### config.mk
export PLATFORM = sky130hd
export DESIGN_NAME = color_keyed_palette_blit_flat
export DESIGN_NICKNAME = d
export VERILOG_FILES = /design/src/rtl/ckpb_pkg.sv /design/src/rtl/ckpb_if.sv /design/src/rtl/ckpb_cfg.sv /design/src/rtl/ckpb_front.sv /design/src/rtl/ckpb_queue.sv /design/src/rtl/ckpb_back.sv /design/src/rtl/color_keyed_palette_blit.sv /design/src/flat_wrapper.sv
export SDC_FILE = /design/constraint.sdc
export NUM_CORES = 1
export LEC_CHECK = 0
export BUFFER_PORTS_ARGS = -buffer_cell sky130_fd_sc_hd__buf_2
export CELL_PAD_IN_SITES_DETAIL_PLACEMENT = 2
export CELL_PAD_IN_SITES_GLOBAL_PLACEMENT = 2
export CORE_ASPECT_RATIO = 0.75
export CORE_UTILIZATION = 39
export DETAILED_ROUTE_END_ITERATION = 10
export GPL_TIMING_DRIVEN = 0
export PLACE_DENSITY = 0.84
export SYNTH_ARGS = -nofsm -noshare
export SYNTH_HDL_FRONTEND = slang
export SYNTH_SLANG_ARGS = --single-unit
### constraint.sdc
create_clock -name clk_i -period 4 [get_ports clk_i]
set_clock_uncertainty 0.15 [all_clocks]
set_input_delay 0.2 -clock clk_i [delete_from_list [all_inputs] [get_ports clk_i]]
set_output_delay 0.2 -clock clk_i [all_outputs]
set_load 0.005 [all_outputs]
### src/rtl/ckpb_pkg.sv
// ckpb_pkg: shared types and constants of the color keyed palette blitter
// configuration word layout, register indexes and queue entry format
// no dependencies
package ckpb_pkg;

  localparam int ADDR_BITS       = 24;
  localparam int PALETTE_ENTRIES = 16;
  localparam int PIXEL_W         = 8;
  localparam int COLOR_W         = 8;
  localparam int NIBBLE_W        = $clog2(PALETTE_ENTRIES);
  localparam int DIM_W           = 16;
  localparam int BASE_W          = 24;
  localparam int PAL_WORD_W      = 64;
  localparam int CFG_DATA_W      = 64;
  localparam int CFG_IDX_W       = 3;
  localparam int QUEUE_DEPTH     = 2;
  localparam int QPTR_W          = $clog2(QUEUE_DEPTH);
  localparam int QCNT_W          = $clog2(QUEUE_DEPTH + 1);

  typedef logic [ADDR_BITS-1:0] addr_t;
  typedef logic [DIM_W-1:0]     dim_t;

  typedef enum logic [CFG_IDX_W-1:0] {
    REG_KEY_COLOR    = 3'd0,
    REG_PALETTE_LOW  = 3'd1,
    REG_PALETTE_HIGH = 3'd2,
    REG_AREA_WIDTH   = 3'd3,
    REG_AREA_HEIGHT  = 3'd4,
    REG_DEST_BASE    = 3'd5,
    REG_DEST_STRIDE  = 3'd6
  } cfg_reg_e;

  typedef struct packed {
    logic [PIXEL_W-1:0]    key_color;
    logic [PAL_WORD_W-1:0] palette_low;
    logic [PAL_WORD_W-1:0] palette_high;
    dim_t                  area_width;
    dim_t                  area_height;
    logic [BASE_W-1:0]     dest_base;
    dim_t                  dest_stride;
  } ckpb_cfg_t;

  typedef struct packed {
    logic                keyed;
    logic [NIBBLE_W-1:0] nibble;
    addr_t               address;
    logic                last;
  } ckpb_entry_t;

endpackage

### src/rtl/ckpb_if.sv
// ckpb_pix_if, ckpb_wr_if: valid/ready channels of the blitter
// pixel word in, destination write word out
// depends on ckpb_pkg
interface ckpb_pix_if;
  import ckpb_pkg::*;
  logic               valid;
  logic               ready;
  logic [PIXEL_W-1:0] source_pixel;

  modport source (output valid, output source_pixel, input ready);
  modport sink (input valid, input source_pixel, output ready);
endinterface

interface ckpb_wr_if;
  import ckpb_pkg::*;
  logic               valid;
  logic               ready;
  logic               write_enable;
  addr_t              dest_address;
  logic [COLOR_W-1:0] write_data;
  logic               last;

  modport source (output valid, output write_enable, output dest_address,
                  output write_data, output last, input ready);
  modport sink (input valid, input write_enable, input dest_address,
                input write_data, input last, output ready);
endinterface

### src/rtl/ckpb_cfg.sv
// ckpb_cfg: configuration register file of the blitter
// depends on ckpb_pkg
module ckpb_cfg (
  input  logic                                clk_i,
  input  logic                                rst_ni,
  input  logic                                cfg_we_i,
  input  logic [ckpb_pkg::CFG_IDX_W-1:0]      cfg_idx_i,
  input  logic [ckpb_pkg::CFG_DATA_W-1:0]     cfg_data_i,
  output ckpb_pkg::ckpb_cfg_t                 cfg_o
);
  import ckpb_pkg::*;

  ckpb_cfg_t cfg_d, cfg_q;

  always_comb begin
    cfg_d = cfg_q;
    if (cfg_we_i) begin
      unique case (cfg_reg_e'(cfg_idx_i))
        REG_KEY_COLOR:    cfg_d.key_color    = cfg_data_i[PIXEL_W-1:0];
        REG_PALETTE_LOW:  cfg_d.palette_low  = cfg_data_i[PAL_WORD_W-1:0];
        REG_PALETTE_HIGH: cfg_d.palette_high = cfg_data_i[PAL_WORD_W-1:0];
        REG_AREA_WIDTH:   cfg_d.area_width   = cfg_data_i[DIM_W-1:0];
        REG_AREA_HEIGHT:  cfg_d.area_height  = cfg_data_i[DIM_W-1:0];
        REG_DEST_BASE:    cfg_d.dest_base    = cfg_data_i[BASE_W-1:0];
        REG_DEST_STRIDE:  cfg_d.dest_stride  = cfg_data_i[DIM_W-1:0];
        default:          cfg_d = cfg_q;
      endcase
    end
  end

  always_ff @(posedge clk_i or negedge rst_ni) begin
    if (!rst_ni) begin
      cfg_q.key_color    <= '0;
      cfg_q.palette_low  <= '0;
      cfg_q.palette_high <= '0;
      cfg_q.area_width   <= dim_t'(1);
      cfg_q.area_height  <= dim_t'(1);
      cfg_q.dest_base    <= '0;
      cfg_q.dest_stride  <= dim_t'(1);
    end else begin
      cfg_q <= cfg_d;
    end
  end

  assign cfg_o = cfg_q;

endmodule

### src/rtl/ckpb_front.sv
// ckpb_front: accepts pixel words, tracks row and column, forms the address
// and key decision, and pushes one entry per word into the queue
// depends on ckpb_pkg, ckpb_if
module ckpb_front (
  input  logic                 clk_i,
  input  logic                 rst_ni,
  input  ckpb_pkg::ckpb_cfg_t  cfg_i,
  ckpb_pix_if.sink             pix_i,
  input  logic                 q_full_i,
  output logic                 push_o,
  output ckpb_pkg::ckpb_entry_t entry_o
);
  import ckpb_pkg::*;

  dim_t  col_d, col_q;
  dim_t  row_d, row_q;
  addr_t row_start_d, row_start_q;

  addr_t row_start;
  addr_t base;
  dim_t  last_col, last_row;
  logic  row_end, rect_end;

  assign base      = addr_t'(cfg_i.dest_base);
  assign last_col  = cfg_i.area_width - dim_t'(1);
  assign last_row  = cfg_i.area_height - dim_t'(1);
  assign row_start = (col_q == '0 && row_q == '0) ? base : row_start_q;
  assign row_end   = col_q >= last_col;
  assign rect_end  = row_end && (row_q >= last_row);

  assign pix_i.ready = !q_full_i;
  assign push_o      = pix_i.valid && !q_full_i;

  always_comb begin
    entry_o.keyed   = pix_i.source_pixel == cfg_i.key_color;
    entry_o.nibble  = pix_i.source_pixel[NIBBLE_W-1:0];
    entry_o.address = row_start + addr_t'(col_q);
    entry_o.last    = rect_end;
  end

  always_comb begin
    col_d       = col_q;
    row_d       = row_q;
    row_start_d = row_start_q;
    if (push_o) begin
      if (!row_end) begin
        col_d       = col_q + dim_t'(1);
        row_start_d = row_start;
      end else begin
        col_d = '0;
        if (rect_end) begin
          row_d       = '0;
          row_start_d = base;
        end else begin
          row_d       = row_q + dim_t'(1);
          row_start_d = row_start + addr_t'(cfg_i.dest_stride);
        end
      end
    end
  end

  always_ff @(posedge clk_i or negedge rst_ni) begin
    if (!rst_ni) begin
      col_q       <= '0;
      row_q       <= '0;
      row_start_q <= '0;
    end else begin
      col_q       <= col_d;
      row_q       <= row_d;
      row_start_q <= row_start_d;
    end
  end

endmodule

### src/rtl/ckpb_queue.sv
// ckpb_queue: short entry queue between front and back
// depends on ckpb_pkg
module ckpb_queue (
  input  logic                  clk_i,
  input  logic                  rst_ni,
  input  logic                  push_i,
  input  ckpb_pkg::ckpb_entry_t entry_i,
  output logic                  full_o,
  output logic                  valid_o,
  input  logic                  pop_i,
  output ckpb_pkg::ckpb_entry_t entry_o
);
  import ckpb_pkg::*;

  ckpb_entry_t              mem_q [QUEUE_DEPTH];
  logic [QPTR_W-1:0]        wr_ptr_d, wr_ptr_q;
  logic [QPTR_W-1:0]        rd_ptr_d, rd_ptr_q;
  logic [QCNT_W-1:0]        cnt_d, cnt_q;
  logic                     do_push, do_pop;

  function automatic logic [QPTR_W-1:0] next_ptr(logic [QPTR_W-1:0] p);
    return (p == QPTR_W'(QUEUE_DEPTH - 1)) ? '0 : p + QPTR_W'(1);
  endfunction

  assign full_o  = cnt_q == QCNT_W'(QUEUE_DEPTH);
  assign valid_o = cnt_q != '0;
  assign entry_o = mem_q[rd_ptr_q];
  assign do_push = push_i && !full_o;
  assign do_pop  = pop_i && valid_o;

  always_comb begin
    wr_ptr_d = do_push ? next_ptr(wr_ptr_q) : wr_ptr_q;
    rd_ptr_d = do_pop ? next_ptr(rd_ptr_q) : rd_ptr_q;
    cnt_d    = cnt_q;
    if (do_push && !do_pop) begin
      cnt_d = cnt_q + QCNT_W'(1);
    end else if (do_pop && !do_push) begin
      cnt_d = cnt_q - QCNT_W'(1);
    end
  end

  always_ff @(posedge clk_i) begin
    if (do_push) begin
      mem_q[wr_ptr_q] <= entry_i;
    end
  end

  always_ff @(posedge clk_i or negedge rst_ni) begin
    if (!rst_ni) begin
      wr_ptr_q <= '0;
      rd_ptr_q <= '0;
      cnt_q    <= '0;
    end else begin
      wr_ptr_q <= wr_ptr_d;
      rd_ptr_q <= rd_ptr_d;
      cnt_q    <= cnt_d;
    end
  end

endmodule

### src/rtl/ckpb_back.sv
// ckpb_back: palette lookup and output register of the destination write word
// depends on ckpb_pkg, ckpb_if
module ckpb_back (
  input  logic                  clk_i,
  input  logic                  rst_ni,
  input  ckpb_pkg::ckpb_cfg_t   cfg_i,
  input  logic                  q_valid_i,
  input  ckpb_pkg::ckpb_entry_t entry_i,
  output logic                  pop_o,
  ckpb_wr_if.source             wr_o
);
  import ckpb_pkg::*;

  logic               valid_d, valid_q;
  logic               we_q;
  addr_t              addr_q;
  logic [COLOR_W-1:0] data_q;
  logic               last_q;

  logic [PAL_WORD_W-1:0] pal_word;
  logic [COLOR_W-1:0]    color;

  assign pal_word = entry_i.nibble[NIBBLE_W-1] ? cfg_i.palette_high : cfg_i.palette_low;
  assign color    = pal_word[{entry_i.nibble[NIBBLE_W-2:0], 3'b000} +: COLOR_W];

  assign pop_o = q_valid_i && (!valid_q || wr_o.ready);

  always_comb begin
    valid_d = valid_q;
    if (pop_o) begin
      valid_d = 1'b1;
    end else if (wr_o.ready) begin
      valid_d = 1'b0;
    end
  end

  always_ff @(posedge clk_i or negedge rst_ni) begin
    if (!rst_ni) begin
      valid_q <= 1'b0;
    end else begin
      valid_q <= valid_d;
    end
  end

  always_ff @(posedge clk_i) begin
    if (pop_o) begin
      we_q   <= !entry_i.keyed;
      addr_q <= entry_i.address;
      data_q <= entry_i.keyed ? '0 : color;
      last_q <= entry_i.last;
    end
  end

  assign wr_o.valid        = valid_q;
  assign wr_o.write_enable = we_q;
  assign wr_o.dest_address = addr_q;
  assign wr_o.write_data   = data_q;
  assign wr_o.last         = last_q;

endmodule

### src/rtl/color_keyed_palette_blit.sv
// color_keyed_palette_blit: top level of the color keyed palette blitter
// depends on ckpb_pkg, ckpb_if, ckpb_cfg, ckpb_front, ckpb_queue, ckpb_back
//
// Takes one source pixel word per cycle and gives one destination write word
// per cycle, in order, when the output is not stalled: the front writes each
// accepted word into the two-entry queue and the palette lookup loads the
// queue head into the output register once that is free. The input stays
// ready while the queue has room, so a stalled output holds up to three words
// before the input stalls. Not enforced by the block: configuration must be
// written through cfg_we_i/cfg_idx_i/cfg_data_i only while no rectangle words
// are in flight; row and column counters restart after the word flagged last.
module color_keyed_palette_blit (
  input  logic                            clk_i,
  input  logic                            rst_ni,
  input  logic                            cfg_we_i,
  input  logic [ckpb_pkg::CFG_IDX_W-1:0]  cfg_idx_i,
  input  logic [ckpb_pkg::CFG_DATA_W-1:0] cfg_data_i,
  ckpb_pix_if.sink                        pix_i,
  ckpb_wr_if.source                       wr_o
);
  import ckpb_pkg::*;

  ckpb_cfg_t   cfg;
  ckpb_entry_t push_entry;
  ckpb_entry_t head_entry;
  logic        push;
  logic        q_full;
  logic        q_valid;
  logic        pop;

  ckpb_cfg u_cfg (
    .clk_i      (clk_i),
    .rst_ni     (rst_ni),
    .cfg_we_i   (cfg_we_i),
    .cfg_idx_i  (cfg_idx_i),
    .cfg_data_i (cfg_data_i),
    .cfg_o      (cfg)
  );

  ckpb_front u_front (
    .clk_i    (clk_i),
    .rst_ni   (rst_ni),
    .cfg_i    (cfg),
    .pix_i    (pix_i),
    .q_full_i (q_full),
    .push_o   (push),
    .entry_o  (push_entry)
  );

  ckpb_queue u_queue (
    .clk_i   (clk_i),
    .rst_ni  (rst_ni),
    .push_i  (push),
    .entry_i (push_entry),
    .full_o  (q_full),
    .valid_o (q_valid),
    .pop_i   (pop),
    .entry_o (head_entry)
  );

  ckpb_back u_back (
    .clk_i     (clk_i),
    .rst_ni    (rst_ni),
    .cfg_i     (cfg),
    .q_valid_i (q_valid),
    .entry_i   (head_entry),
    .pop_o     (pop),
    .wr_o      (wr_o)
  );

endmodule

### src/flat_wrapper.sv
// flat-port wrapper written by rule: the top's interface ports become plain ports
module color_keyed_palette_blit_flat import ckpb_pkg::*;
  (clk_i, rst_ni, cfg_we_i, cfg_idx_i, cfg_data_i, pix_i_valid, pix_i_source_pixel, pix_i_ready, wr_o_valid, wr_o_write_enable, wr_o_dest_address, wr_o_write_data, wr_o_last, wr_o_ready);
  ckpb_pix_if pix_i_i ();
  ckpb_wr_if wr_o_i ();
  input  logic clk_i;
  input  logic rst_ni;
  input  logic cfg_we_i;
  input  logic [ckpb_pkg::CFG_IDX_W-1:0] cfg_idx_i;
  input  logic [ckpb_pkg::CFG_DATA_W-1:0] cfg_data_i;
  input wire logic [$bits(pix_i_i.valid)-1:0] pix_i_valid;
  input wire logic [$bits(pix_i_i.source_pixel)-1:0] pix_i_source_pixel;
  output wire logic [$bits(pix_i_i.ready)-1:0] pix_i_ready;
  output wire logic [$bits(wr_o_i.valid)-1:0] wr_o_valid;
  output wire logic [$bits(wr_o_i.write_enable)-1:0] wr_o_write_enable;
  output wire logic [$bits(wr_o_i.dest_address)-1:0] wr_o_dest_address;
  output wire logic [$bits(wr_o_i.write_data)-1:0] wr_o_write_data;
  output wire logic [$bits(wr_o_i.last)-1:0] wr_o_last;
  input wire logic [$bits(wr_o_i.ready)-1:0] wr_o_ready;
  assign pix_i_i.valid = pix_i_valid;
  assign pix_i_i.source_pixel = pix_i_source_pixel;
  assign pix_i_ready = pix_i_i.ready;
  assign wr_o_valid = wr_o_i.valid;
  assign wr_o_write_enable = wr_o_i.write_enable;
  assign wr_o_dest_address = wr_o_i.dest_address;
  assign wr_o_write_data = wr_o_i.write_data;
  assign wr_o_last = wr_o_i.last;
  assign wr_o_i.ready = wr_o_ready;
  color_keyed_palette_blit u_core (.clk_i(clk_i), .rst_ni(rst_ni), .cfg_we_i(cfg_we_i), .cfg_idx_i(cfg_idx_i), .cfg_data_i(cfg_data_i), .pix_i(pix_i_i), .wr_o(wr_o_i));
endmodule
# Word level (Yosys, flattened, before mapping)
# Memory sizes are Yosys's and may differ from the RTL's.
# Cells that the tools add are included.
# word_totals
latchBits	0
word_cells	82
output_inout_bits	36
ff_bits	303
mem_bits_rw	60
memories	1
rom_bits	0
# classes
div_mod_pow	0
magnitude_cmp	2
reduce_logical	28
n_eq_ne	8
n_bitwise	0
n_addsub	10
mul	0
muxes	14
shifts	1
# mem_list
memory	depth	word_bits	rd	rd_ports_with_merged_regs	wr	line_no	rtl
u_core.u_queue.mem_q	2	30	1	0	1	ckpb_queue.sv:15	ckpb_entry_t mem_q [QUEUE_DEPTH];
# ops
cell	n
two-way mux 24 bit	3
two-way mux 64 bit	1
indexed part select 64 x 7 -> 8 bit	1
adder 24 x 16 -> 24 bit	2
adder 16 x 1 -> 16 bit (second input constant)	2
greater-or-equal comparator 16 bit	2
zero test 16 bit	2
two-way mux 16 bit	2
subtractor 16 x 1 -> 16 bit (second input constant)	2
AND reduction 2 bit	8
equality test 3 bit (second input constant)	3
equality test 8 bit	1
logical AND 1 bit	8
equality test 3 x 2 -> 1 bit (second input constant)	2
two-way mux 1 bit	6
nonzero test 2 bit	3
zero test 1 bit	5
two-way mux 2 bit	2
equality test 3 x 1 -> 1 bit (second input constant)	1
zero test 3 bit	1
adder 1 bit (second input constant)	2
adder 2 x 1 -> 2 bit (second input constant)	1
equality test 2 bit (second input constant)	1
subtractor 2 x 1 -> 2 bit (second input constant)	1
logical OR 1 bit	1

# Logic depth before layout (Yosys ltp)
# Gate-level depths: netlist of run 1.
# logic_depth
word_depth	8
ltp_mapped	19
ltp_nobuf	17

# Cells and area by module
# Synthesis of run 1 repeated with hierarchy kept, for this count alone.
# unflattened
cells_unflattened	1466
hier_area_um2	19289.8
# by_module_without_submodules
mod	n_inst	area_each_um2	seq_area_each_um2	cells_each
ckpb_cfg	1	8431.8	5208.7	447
ckpb_front	1	6369.9	1401.3	800
ckpb_queue	1	2376.0	1901.8	112
ckpb_back	1	2112.0	1046.0	107

# Worst setup path before layout of run 1
# OpenSTA, ideal clock, no wires.
# synth_timing
path_kind	register to register
from	register u_core.u_front.col_q[1]
to	register u_core.u_front.row_start_q[22]
arrival_ps	3846
path_stages_with_launch	19
required_ps	3781
synth_period_minus_slack_ps	4065
slack_ps	-65
path_cell_list	dfrtp_1 -> inv_1 -> ha_1 -> nor4b_2 -> nand4_1 -> nor2_4 -> buf_12 -> buf_12 -> mux2_2 -> ha_1 -> fa_1 -> a211oi_2 -> o211ai_1 -> a21oi_2 -> a211o_1 -> nand2_1 -> and3b_2 -> or3_1 -> nand3_1
# synth_between
elab_chain_cells	6
elab_cells_between_ends	8
cone_classes	add/sub: 1; order compare: 1; mux: 3; reduce/logical: 3
# synth_rtl
item	line_no	rtl
start: declaration	ckpb_front.sv:15	dim_t col_d, col_q;
start signal: assignment	ckpb_front.sv:68	col_q <= col_d;
zero test 16 bit	ckpb_front.sv:27	assign row_start = (col_q == '0 && row_q == '0) ? base : row_start_q;
logical AND 1 bit	ckpb_front.sv:27	
two-way mux 24 bit	ckpb_front.sv:27	
adder 24 x 16 -> 24 bit	ckpb_front.sv:56	row_start_d = row_start + addr_t'(cfg_i.dest_stride);
two-way mux 24 bit	ckpb_front.sv:51	if (rect_end) begin
two-way mux 24 bit (*)	ckpb_front.sv:46	if (!row_end) begin
end signal: assignment	ckpb_front.sv:70	row_start_q <= row_start_d;
end: declaration	ckpb_front.sv:17	addr_t row_start_d, row_start_q;
# Every way passes the cells marked *; elsewhere a longest branch is shown, timed or not.
# A chain may end at the register's enable or synchronous reset.

# Worst setup path after layout of run 1
# layout_timing
from	register u_core.u_cfg.cfg_q, in the netlist u_core.u_cfg.cfg_o[43]
to	register u_core.u_front.row_start_q[22]
# layout_between
elab_chain_cells	5
# layout_rtl
item	line_no	rtl
start: declaration	ckpb_cfg.sv:13	ckpb_cfg_t cfg_d, cfg_q;
start signal: assignment	ckpb_cfg.sv:41	cfg_q <= cfg_d;
subtractor 16 x 1 -> 16 bit	ckpb_front.sv:26	assign last_row = cfg_i.area_height - dim_t'(1);
greater-or-equal comparator 16 bit	ckpb_front.sv:29	assign rect_end = row_end && (row_q >= last_row);
logical AND 1 bit	ckpb_front.sv:29	
two-way mux 24 bit	ckpb_front.sv:51	
two-way mux 24 bit	ckpb_front.sv:46	
# Every way passes these cells.

==> results of run 1 <==
[cell usage in the layout (no fill, tap or decap), types with 17 or more instances in the layout]
cell type        n
a211oi_1        17
a21o_1          18
a21oi_1         18
a21oi_2         19
buf_12          22
buf_2          129
buf_4          100
buf_6           45
clkbuf_1        25
clkbuf_16       44
dfrtp_1        261
dlygate4sd3_1   71
edfxtp_1        94
ha_1            48
ha_4            23
mux2_2         239
mux2i_1         27
mux4_2          32
nand2_1         33
nand2b_1        17
nor2_1          42
o21ai_0         31
o21ai_2         35
xnor2_1         37
xor2_1          24
[critical path, cell delays in order (launching register included)]
cell and delay (ns):
dfrtp_2 0.44, or3_4 0.44, nor3_4 0.24, buf_6 0.16
nand2b_4 0.07, or4_1 0.52, xor2_1 0.55, ha_1 0.39
a21oi_2 0.25, o21ai_4 0.12, a211oi_4 0.25, o31ai_4 0.11
buf_6 0.15, buf_8 0.13, buf_4 0.13, nand2b_1 0.33
or3_4 0.50, nand3_4 0.11
[flip-flops by register name, indices dropped and copies added, names as in the netlist]
register	cells
u_core.u_cfg.cfg_o	208
u_core.u_queue.mem_q	60
u_core.u_back.wr_o.dest_address	24
u_core.u_front.row_start_q	24
u_core.u_front.col_q	16
u_core.u_front.row_q	16
u_core.u_back.wr_o.write_data	8
u_core.u_queue.cnt_q	2
u_core.u_back.wr_o.last	1
u_core.u_back.wr_o.valid	1
u_core.u_back.wr_o.write_enable	1
u_core.u_queue.rd_ptr_q	1
u_core.u_queue.wr_ptr_q	1
[power groups by stage]
stage	sequential (mW)	clock, mW	combinational (mW)
after global routing	5.91	4.28	6.96
final	5.93	4.22	6.91
after floorplan	5.34	0	2.90
after global placement	5.47	0	3.97
after CTS	5.61	3.99	5.19
after detailed placement	5.59	0	4.34
[routing by layer]
layer	track usage	vias up	share of wire
li1	-	6057	-
met1	0.457	8571	0.36
met2	0.614	1402	0.45
met3	0.0973	625	0.097
met4	0.240	8	0.091
met5	0	-	0.00045
[area by class of cell]
cell class                      count  area share
Inverter                           21     0.00341
Tap cell                          630      0.0311
Antenna cell                        6    0.000592
Timing Repair Buffer              340       0.112
Sequential cell                   363       0.377
Clock inverter                     20     0.00824
Multi-Input combinational cell    980       0.404
Buffer                             57      0.0188
Clock buffer                       53      0.0447
[cell families (layout without fill, tap and decap cells)]
logic type,Yosys count,count (layout)
mux,312,312
flops,363,363
xor+xnor,84,84
other cells,0,6
simple gates,282,282
compound gates,228,228
buf+inv,78,491
fa+ha+maj,74,74
[timing repair]
action                                  CTS  global route
endpoints found under the setup margin   98            94
pin swaps                                69            93
gates resized for setup                 244           257
gates cloned                              2             2
hold buffers                             71             0
buffers inserted                         90            65
hold endpoints to repair                257             0
[path summary, 6_finish.rpt]
check                                              from                              to  slack [ns]
worst max-delay path             u_core.u_cfg.cfg_o[43]  u_core.u_front.row_start_q[22]       -1.15
worst min-delay path                             rst_ni         u_core.u_cfg.cfg_o[200]        0.03
worst max register to register   u_core.u_cfg.cfg_o[43]  u_core.u_front.row_start_q[22]       -1.15
worst min register to register  u_core.u_cfg.cfg_o[104]         u_core.u_cfg.cfg_o[104]        0.36
max in group asynchronous                        rst_ni         u_core.u_cfg.cfg_o[149]        2.18
min in group clk_i                        cfg_data_i[7]           u_core.u_cfg.cfg_o[7]        0.07
[through the flow]
step / util / hold WS [ns] / power [mW] / setup TNS, ns
after global routing: 0.547 / 0.0535 / 17.2 / -64.60
after detailed placement: 0.429 / 0.0780 / 9.93 / -82.08
after floorplan: - / -0.246 / 8.24 / -0.00817
after global placement: 0.427 / 0.267 / 9.45 / -706.05
final: 0.548 / 0.0283 / 17.1 / -67.42
after CTS: 0.513 / 0.00414 / 14.8 / -11.44
==> summary.md, run 1 <==
| Metric | Value |
|---|---|
| Status | `finished, violations left` |
| Failing checks | `setup timing` |
| VDD IR max | `0.000332 V` |
| Row cnt | `68` |
| Sequential share of power | `0.347` |
| Critical Path RT | `4.37 ns` |
| CP Max Fanout | `4` |
| Yosys reg bits | `363` |
| Die height | `190 um` |
| Count leader, synth | `dfrtp_1` |
| DP Area | `19,900 um2` |
| Mux cell area share after synthesis | `0.209` |
| Worst Setup End Kind | `register` |
| Number of global-route vias before repair | `17,000` |
| Max Fclk | `194 MHz` |
| # IOs | `116` |
| Max Cap Violations | `0` |
| Leading area contributor after synthesis | `dfrtp_1` |
| Simple-gate portion of the synthesized area | `0.0801` |
| Routability congestion estimate | `0.885` |
| Final Hold Violating Endpoints | `0` |
| Adder and majority gate portion of the synthesized area | `0.0511` |
| Post-route cell area | `25,400 um2` |
| Switching power share of the total | `0.414` |
| Int Pwr | `10.0 mW` |
| Net Switching | `7.05 mW` |
| Synth Area in XOR/XNOR | `0.0400` |
| Multi-input logic area | `10,200 um2` |
| Main flop type after synthesis | `dfrtp_1` |
| CP Data Arrival Time | `5.51 ns` |
| Final std cells w/o fill | `2,470` |
| CTS tree | `built` |
| Layout cells sized above 1 | `0.502` |
| Die X | `253 um` |
| Synth Net Count | `1,575` |
| Clock power share | `0.248` |
| Relative slew slack | `0.0751` |
| Setup WS pre-CTS | `-1.76 ns` |
| Max clock buf depth | `3` |
| Nets | `1,957` |
| Fill cells | `4,250` |
| Share of the synthesized area in the top cell type | `0.362` |
| Setup violations, final | `94` |
| Initial Utilization | `0.398` |
| Compound-Gate Fraction of Synth Area | `0.0790` |
| Drt drc | `0` |
| Worst-margin pin slew | `1.38 ns` |
| Die footprint | `48,100 um2` |
| Crit Path Category | `register to register` |
| Slack of the critical path | `-1.15 ns` |
| Pin count of the biggest net entering global routing | `117` |
| Iter 0 DRT Violations | `1,674` |
| Yosys cell types | `74` |
| Routed WL | `108,000 um` |
| Drt via density | `6.75` |
| Final Critical Period | `5.15 ns` |
| Leak pwr | `10.5 nW` |
| WL/cell | `43.6 um` |
| Area grow syn2layout | `37.7%` |
| Crit start category | `register` |
| Unrepaired setup endpoints after global routing | `yes` |
| Vias post-DR | `16,700` |
| DRT antenna net count | `0` |
| Initial antenna violation count | `8` |
| Seq/Total Area, Yosys | `0.519` |
| Drt pass-1 iters | `5` |
| IO Port Bufs | `113` |
| Power Dens Cells | `673 nW/um2` |
| CTS H-Tree Depth | `2` |
| Combinational power share | `0.405` |
| Wire length of the first global-routing pass | `130,000 um` |
| Core ar. | `46,300 um2` |
| Commonest cells in the netlist | `266 x dfrtp_1, 250 x mux2_2, 94 x edfxtp_1, 76 x o21ai_0, 72 x ha_1` |
| Final Max Tran Viols | `0` |
| Synth top area cells | `dfrtp_1 36%, edfxtp_1 15%, mux2_2 15%` |
| CTS Root Cell | `clkbuf_16` |
| CTS sink cnt | `363` |
| Syn Std Cell Area | `18,400 um2` |
| Total CTS buffers | `40` |
| Worst-Skew Late Latency | `0.62 ns` |
| Ys async rst share | `0.741` |
| Placed insts | `2,167` |
| Hold Path Class | `primary input to async pin` |
| DP Wirelength | `44,800 um` |
| Worst-path clk slew | `0.09 ns` |
| R2R cell count | `17` |
| Grt total ovfl | `0` |
| Sequential Area | `9560 um2` |
| Synth Area per Inst | `13.0 um2` |
| Gr usage total | `0.381` |
| Largest family of logic cells by synthesized area | `multiplexers` |
| Fin crit share | `1.29` |
| Syn Inst Count | `1,421` |
| Ys Warns | `0` |
| Post-synth EDFFs | `94` |
(Power assumes the default switching activity.)
==> run 2, diff against run 1 <==
--- a/config.mk
+++ b/config.mk
@@ -9,10 +9,10 @@
 export CELL_PAD_IN_SITES_DETAIL_PLACEMENT = 2
 export CELL_PAD_IN_SITES_GLOBAL_PLACEMENT = 2
 export CORE_ASPECT_RATIO = 0.75
-export CORE_UTILIZATION = 39
+export CORE_UTILIZATION = 30
 export DETAILED_ROUTE_END_ITERATION = 10
 export GPL_TIMING_DRIVEN = 0
-export PLACE_DENSITY = 0.84
+export PLACE_DENSITY = 0.69
 export SYNTH_ARGS = -nofsm -noshare
 export SYNTH_HDL_FRONTEND = slang
 export SYNTH_SLANG_ARGS = --single-unit
==> run 2 against run 1 <==
Effect of this change:
- the run still ends with setup timing left
- final cell count rose by 4.7%
- core utilization fell by 14 points
- routed wire length fell by 37%
- register-to-register slack improved by 0.51 ns
- total power fell by 11%
==> summary.md, run 2 (synthesis gave the netlist of run 1 again) <==
| Metric | Value |
|---|---|
| Final Max Tran Viols | `0 (unchanged)` |
| Row cnt | `78 (+15%)` |
| Overall power | `15.2 mW (-11%)` |
| Total CTS buffers | `44 (+10%)` |
| Worst hold margin | `0.00103 ns (-0.0273 ns)` |
| Area grow syn2layout | `33.4%` |
| Leak pwr | `10.0 nW (-4.1%)` |
| Drt drc | `0 (unchanged)` |
| Hold Path Class | `primary input to async pin` |
| Routability congestion estimate | `0.857 (-3.2%)` |
| Failing checks | `setup timing` |
| Die height | `217 um (+14%)` |
| CP Max Fanout | `7 (+3)` |
| Initial Utilization | `0.304 (-0.0935)` |
| Grt total ovfl | `0 (unchanged)` |
| Fill cells | `6,030 (+42%)` |
| CTS tree | `built` |
| Final Hold Violating Endpoints | `0 (unchanged)` |
| Vias post-DR | `13,700 (-18%)` |
| Initial antenna violation count | `6 (-2)` |
| Critical Path RT | `4.37 ns (about the same)` |
| WL/cell | `26.3 um (-40%)` |
| Max clock buf depth | `3 (unchanged)` |
| Core ar. | `60,500 um2 (+31%)` |
| Most frequent cells in the layout | `261 x dfrtp_1, 239 x mux2_2, 129 x buf_2, 94 x edfxtp_1, 73 x buf_4` |
| Max reg flops | `208 (unchanged)` |
| Worst-Skew Late Latency | `0.61 ns (about the same)` |
| Die X | `288 um (+14%)` |
| Status | `finished, violations left` |
| Worst Setup End Kind | `register` |
| Fin crit share | `1.16 (-0.127)` |
| CTS sink cnt | `363 (unchanged)` |
| Crit start category | `register` |
| CTS Root Cell | `clkbuf_16` |
| Max Fclk | `216 MHz (+11%)` |
| CTS H-Tree Depth | `2 (unchanged)` |
| DRT antenna net count | `0 (unchanged)` |
| Pin count of the biggest net entering global routing | `109 (-6.8%)` |
| Wire length of the first global-routing pass | `97,500 um (-25%)` |
| Routed WL | `68,100 um (-37%)` |
| Setup violations, final | `63 (-33%)` |
| DP Wirelength | `42,400 um (-5.2%)` |
| Max Cap Violations | `0 (unchanged)` |
| Die footprint | `62,400 um2 (+30%)` |
| Final core occ | `0.406 (-0.142)` |
| Drt via density | `5.29 (-22%)` |
| Nets | `1,905 (-2.7%)` |
| # IOs | `116 (unchanged)` |
| Drt pass-1 iters | `6 (+1)` |
| Commonest non-fill, non-tap cell in the layout | `dfrtp_1` |
| Unrepaired setup endpoints after global routing | `yes` |
| Slack of the critical path | `-0.640 ns (+0.506 ns)` |
| VDD IR max | `0.000254 V (-23%)` |
| Layout cells sized above 1 | `0.439 (-0.0630)` |
| IO Port Bufs | `113 (unchanged)` |
| Iter 0 DRT Violations | `799 (-52%)` |
| Power Dens Cells | `618 nW/um2 (-8.1%)` |
| Relative slew slack | `0.327 (+0.252)` |
| Final Critical Period | `4.64 ns (-0.506 ns)` |
| CP Data Arrival Time | `5.01 ns (-0.50 ns)` |
| Worst-margin pin slew | `1.00 ns (-0.372 ns)` |
| Gr usage total | `0.208 (-0.173)` |
| Number of global-route vias before repair | `15,100 (-11%)` |
| Crit Path Category | `register to register` |
| Worst-path clk slew | `0.06 ns (-0.03 ns)` |
==> run 2: cell count changes in the layout (fill, tap and decap cells not counted), sizes merged <==
cell    change
buf        -60
diode       -4
clkinv      +2
bufinv      -1
clkbuf     +10
==> run 2: path summary, 6_finish.rpt <==
check                                         startpoint                        endpoint  slack, ns  cells after the start
min                                               rst_ni         u_core.u_cfg.cfg_o[194]      0.001                      2
max reg2reg                      u_core.u_front.col_q[0]  u_core.u_front.row_start_q[22]      -0.64                     18
max                              u_core.u_front.col_q[0]  u_core.u_front.row_start_q[22]      -0.64                     18
max in group asynchronous                         rst_ni          u_core.u_cfg.cfg_o[59]       2.22                      4
min in group clk_i                         cfg_data_i[6]          u_core.u_cfg.cfg_o[22]       0.05                      2
min reg2reg                u_core.u_front.row_start_q[1]   u_core.u_front.row_start_q[1]       0.34                      1
==> run 2: per-layer routing <==
metal  wire length (um)  track usage  vias to the layer above
met5                 39            0                        -
met2              32900        0.342                      252
met4               1460       0.0503                        6
met3               2760       0.0303                       99
li1                   -            -                     5953
met1              30900        0.287                     7369
==> run 2: repair_timing <==
action / 4_1_cts / 5_1_grt
hold buffers: 71 / 0
gates cloned: 1 / 4
pin swaps: 62 / 81
resized for setup: 192 / 140
endpoints found under the hold margin: 330 / 0
setup buffers: 62 / 41
endpoints found under the setup margin: 98 / 86
==> run 2: power breakdown <==
part	internal, mW	switching, mW	leakage [nW]	total (mW)
registers	4.91	0.658	4.12	5.57
clock network	2.44	1.74	0.738	4.18
logic	2.53	2.91	5.17	5.44
==> run 2: through the flow <==
stage | TNS (ns) | std cells | worst slack (ns) | cell area [um2]
after CTS | -9.00 | 2547 | -0.413 | 23700
after global placement | -771.71 | 2334 | -2.62 | 20000
after global routing | -26.29 | 2585 | -0.712 | 24600
final | -16.90 | 2587 | -0.640 | 24600
after floorplan | -0.00817 | 1421 | -0.00817 | 18400
after detailed placement | -83.32 | 2337 | -1.71 | 20100
==> run 2: area by class of cell <==
class                      count  area [um2]  share of cell area
antenna                        2        5.00            0.000204
buffer                        56         409              0.0167
clock buffer                  59        1270              0.0517
clock inverter                21         214             0.00871
inverter                      21        83.8             0.00341
multi-input combinational    980        9690               0.395
sequential                   363        9560               0.389
tap                          800        1000              0.0408
timing repair buffer         285        2320              0.0945
==> run 2: critical path, stage by stage, from the launching register on <==
cell	delay, ns
dfrtp_2	0.44
inv_4	0.09
ha_4	0.17
nor4b_4	0.27
nand4_1	0.26
nor2_4	0.22
buf_12	0.16
buf_12	0.13
mux2_4	0.35
ha_4	0.18
fa_2	0.37
a211oi_2	0.31
o211ai_1	0.24
a21oi_2	0.22
a211o_1	0.20
nand2_2	0.11
and3b_2	0.27
or3_1	0.31
nand3_1	0.08
==> run 3, diff against run 2 <==
--- a/config.mk
+++ b/config.mk
@@ -12,7 +12,9 @@
 export CORE_UTILIZATION = 30
 export DETAILED_ROUTE_END_ITERATION = 10
 export GPL_TIMING_DRIVEN = 0
+export HOLD_SLACK_MARGIN = 0.03
 export PLACE_DENSITY = 0.69
+export SETUP_SLACK_MARGIN = 0.4
 export SYNTH_ARGS = -nofsm -noshare
 export SYNTH_HDL_FRONTEND = slang
 export SYNTH_SLANG_ARGS = --single-unit
==> run 3 against run 2 <==
Effect of this change:
- the flow finishes with violations (DRC, setup timing)
- count of clock-buffer cells in the layout grew 3
- routed wire length rose by 7.8%
- final cell count rose by 1.9%
- design area increased by 3.5%
- hold slack gained 0.21 ns
- sequential cell count unchanged
- die area is the same
- via count up 3.8%
- core utilization is 1.4 points higher
- non-clock buffer count is 51 higher
- sequential share of layout area down 1.3 points
==> summary.md, run 3 (synthesis gave the netlist of run 1 again) <==
| Metric | Value |
|---|---|
| Wire length of the first global-routing pass | `102,000 um (+4.2%)` |
| Gr usage total | `0.218 (+0.0104)` |
| Drt pass-1 iters | `10 (+4)` |
| Worst-path clk slew | `0.07 ns (about the same)` |
| Drt via density | `5.39 (+1.9%)` |
| WL/cell | `27.8 um (+5.8%)` |
| Max reg flops | `208 (unchanged)` |
| Number of global-route vias before repair | `15,600 (+3.1%)` |
| CP Data Arrival Time | `4.93 ns (-0.08 ns)` |
| Final Max Tran Viols | `0 (unchanged)` |
| Final Hold Violating Endpoints | `0 (unchanged)` |
| Flop2flop setup slack | `-0.78 ns (-0.14 ns)` |
| Worst setup startpoint | `u_core.u_front.col_q[8]` |
| Setup WS pre-CTS | `-1.45 ns (+0.257 ns)` |
| Grt total ovfl | `0 (unchanged)` |
| CP Max Fanout | `8 (+1)` |
| CTS H-Tree Depth | `2 (unchanged)` |
| Worst-Skew Late Latency | `0.61 ns (about the same)` |
| Worst Setup End Kind | `register` |
| Slack of the critical path | `-0.779 ns (-0.138 ns)` |
| Core ar. | `60,500 um2 (unchanged)` |
| Hold Path Class | `primary input to register` |
| Max Fclk | `209 MHz (-2.9%)` |
| Pin count of the biggest net entering global routing | `122 (+12%)` |
| Status | `finished, violations left` |
| Total CTS buffers | `42 (-4.5%)` |
| DRT antenna net count | `0 (unchanged)` |
| CTS tree | `built` |
| IO Port Bufs | `113 (unchanged)` |
| Routability congestion estimate | `0.823 (-3.9%)` |
| Leak pwr | `10.4 nW (+3.3%)` |
| R2R cell count | `18 (unchanged)` |
| Power Dens Cells | `602 nW/um2 (-2.7%)` |
| Multi-input logic area | `9910 um2 (+2.3%)` |
| Die height | `217 um (unchanged)` |
| Crit Path Category | `register to register` |
| Post-route cell area | `25,400 um2 (+3.5%)` |
| FF-to-FF End | `u_core.u_queue.mem_q[0][19]` |
| Failing checks | `DRC, setup timing` |
| Worst Setup EP | `u_core.u_queue.mem_q[0][19]` |
| Fill cells | `5,912 (-2.0%)` |
| Area grow syn2layout | `38.1%` |
| Commonest non-fill, non-tap cell in the layout | `dfrtp_1` |
| Worst-margin pin slew | `0.981 ns (-0.0225 ns)` |
| Fin crit share | `1.19 (+0.0346)` |
| Layout cells sized above 1 | `0.470 (+0.0316)` |
| CTS Root Cell | `clkbuf_16` |
| Sequential Area | `9560 um2 (about the same)` |
| Vias post-DR | `14,200 (+3.8%)` |
| Max clock buf depth | `3 (unchanged)` |
| Max Cap Violations | `0 (unchanged)` |
| Die X | `288 um (unchanged)` |
| Routed WL | `73,400 um (+7.8%)` |
| R2R Path Start | `u_core.u_front.col_q[8]` |
| Initial antenna violation count | `9 (+3)` |
| Initial Utilization | `0.304 (unchanged)` |
| Overall power | `15.3 mW (+0.75%)` |
| Nets | `1,954 (+2.6%)` |
| DP Wirelength | `42,700 um (+0.62%)` |
| Relative slew slack | `0.327 (about the same)` |
| Die footprint | `62,400 um2 (unchanged)` |
| Row cnt | `78 (unchanged)` |
| VDD IR max | `0.000253 V (-0.50%)` |
| Final Critical Period | `4.78 ns (+0.138 ns)` |
| Crit start category | `register` |
| # IOs | `116 (unchanged)` |
| Critical Path RT | `4.15 ns (-0.22 ns)` |
| Iter 0 DRT Violations | `920 (+15%)` |
| Setup violations, final | `73 (+16%)` |
| CTS sink cnt | `363 (unchanged)` |
| Unrepaired setup endpoints after global routing | `yes` |
| Most frequent cells in the layout | `262 x dfrtp_1, 240 x mux2_2, 129 x buf_2, 94 x edfxtp_1, 84 x buf_4` |
| DP Area | `20,200 um2 (+0.55%)` |
| Drt drc | `8 (+8)` |
[run 3: cell types whose count changed in the layout (fill, tap and decap cells not counted), moves of 5 or more]
| cell | before | now |
|---|---|---|
| a21oi_1 | 27 | 20 |
| a21oi_2 | 10 | 20 |
| buf_12 | 12 | 21 |
| buf_4 | 73 | 84 |
| buf_6 | 22 | 40 |
| clkbuf_1 | 24 | 29 |
| clkinv_2 | 11 | 6 |
| dlygate4sd3_1 | 71 | 76 |
| nor2_1 | 55 | 42 |
| nor2_4 | 4 | 15 |
| o21ai_0 | 42 | 23 |
| o21ai_1 | 20 | 28 |
| o21ai_2 | 13 | 23 |
[run 3: worst min path at each step]
stage                                startpoint                     endpoint  slack [ns]  depth (start not counted)
after floorplan                          rst_ni     u_core.u_back.wr_o.valid       -0.25                          0
after global placement    pix_i_source_pixel[0]  u_core.u_queue.mem_q[0][25]        0.27                          1
after CTS                          cfg_idx_i[1]       u_core.u_cfg.cfg_o[47]        0.17                          3
after global routing               cfg_idx_i[1]       u_core.u_cfg.cfg_o[47]        0.22                          3
final                                  cfg_we_i      u_core.u_cfg.cfg_o[203]        0.21                          5
after detailed placement                 rst_ni      u_core.u_queue.rd_ptr_q        0.03                          1
[run 3: area by class of cell]
| class | instances | area share |
|---|---|---|
| inverters | 21 | 0.00340 |
| plain buffers | 57 | 0.0204 |
| clock inverters | 15 | 0.00645 |
| clock buffers | 62 | 0.0479 |
| well taps | 800 | 0.0394 |
| multi-input cells | 980 | 0.390 |
| diodes | 2 | 0.000197 |
| repair buffers | 335 | 0.116 |
| flip-flops and latches | 363 | 0.376 |
[run 3: through the flow]
step	cells	hold WS (ns)	TNS [ns]	util
global route	2635	0.221	-32.81	0.420
global placement	2334	0.270	-759.05	0.332
finish	2635	0.215	-23.71	0.420
detailed placement	2338	0.0336	-65.48	0.334
CTS	2588	0.172	-11.57	0.404
floorplan	1421	-0.246	0	-
[run 3: timing repair]
item                                   in CTS  in global routing
resized for setup                         292                129
buffers inserted                           88                 43
gates cloned                                8                  2
hold buffers                               77                  0
endpoints found under the hold margin     360                  0
pin swaps                                  83                 81
setup endpoints to repair                 104                 98
[run 3: per-layer routing]
| metal | global-route usage | up-vias | routed length (um) |
|---|---|---|---|
| met1 | 0.290 | 7566 | 31500 |
| met3 | 0.0348 | 142 | 3670 |
| met4 | 0.0707 | 6 | 2560 |
| li1 | - | 6060 | - |
| met2 | 0.361 | 423 | 35600 |
| met5 | 0 | - | 35 |
[run 3: worst max-delay path: stages, from the launching register on]
cell and delay (ns):
dfrtp_1 0.55, nor4_1 0.38, nand4_1 0.25, nor2_4 0.25
buf_12 0.14, buf_12 0.11, buf_12 0.10, buf_12 0.10
mux2_2 0.42, ha_4 0.33, o21a_1 0.21, o21ai_2 0.10
a21oi_2 0.20, o2111ai_2 0.19, a31oi_4 0.32, a31oi_4 0.17
buf_12 0.19, nor3_4 0.22, xnor2_2 0.11
[run 3: power breakdown]
| part | switching (mW) | internal [mW] | total, mW |
|---|---|---|---|
| Combinational | 3.08 | 2.66 | 5.73 |
| Sequential | 0.666 | 4.91 | 5.58 |
| Clock | 1.73 | 2.26 | 3.99 |
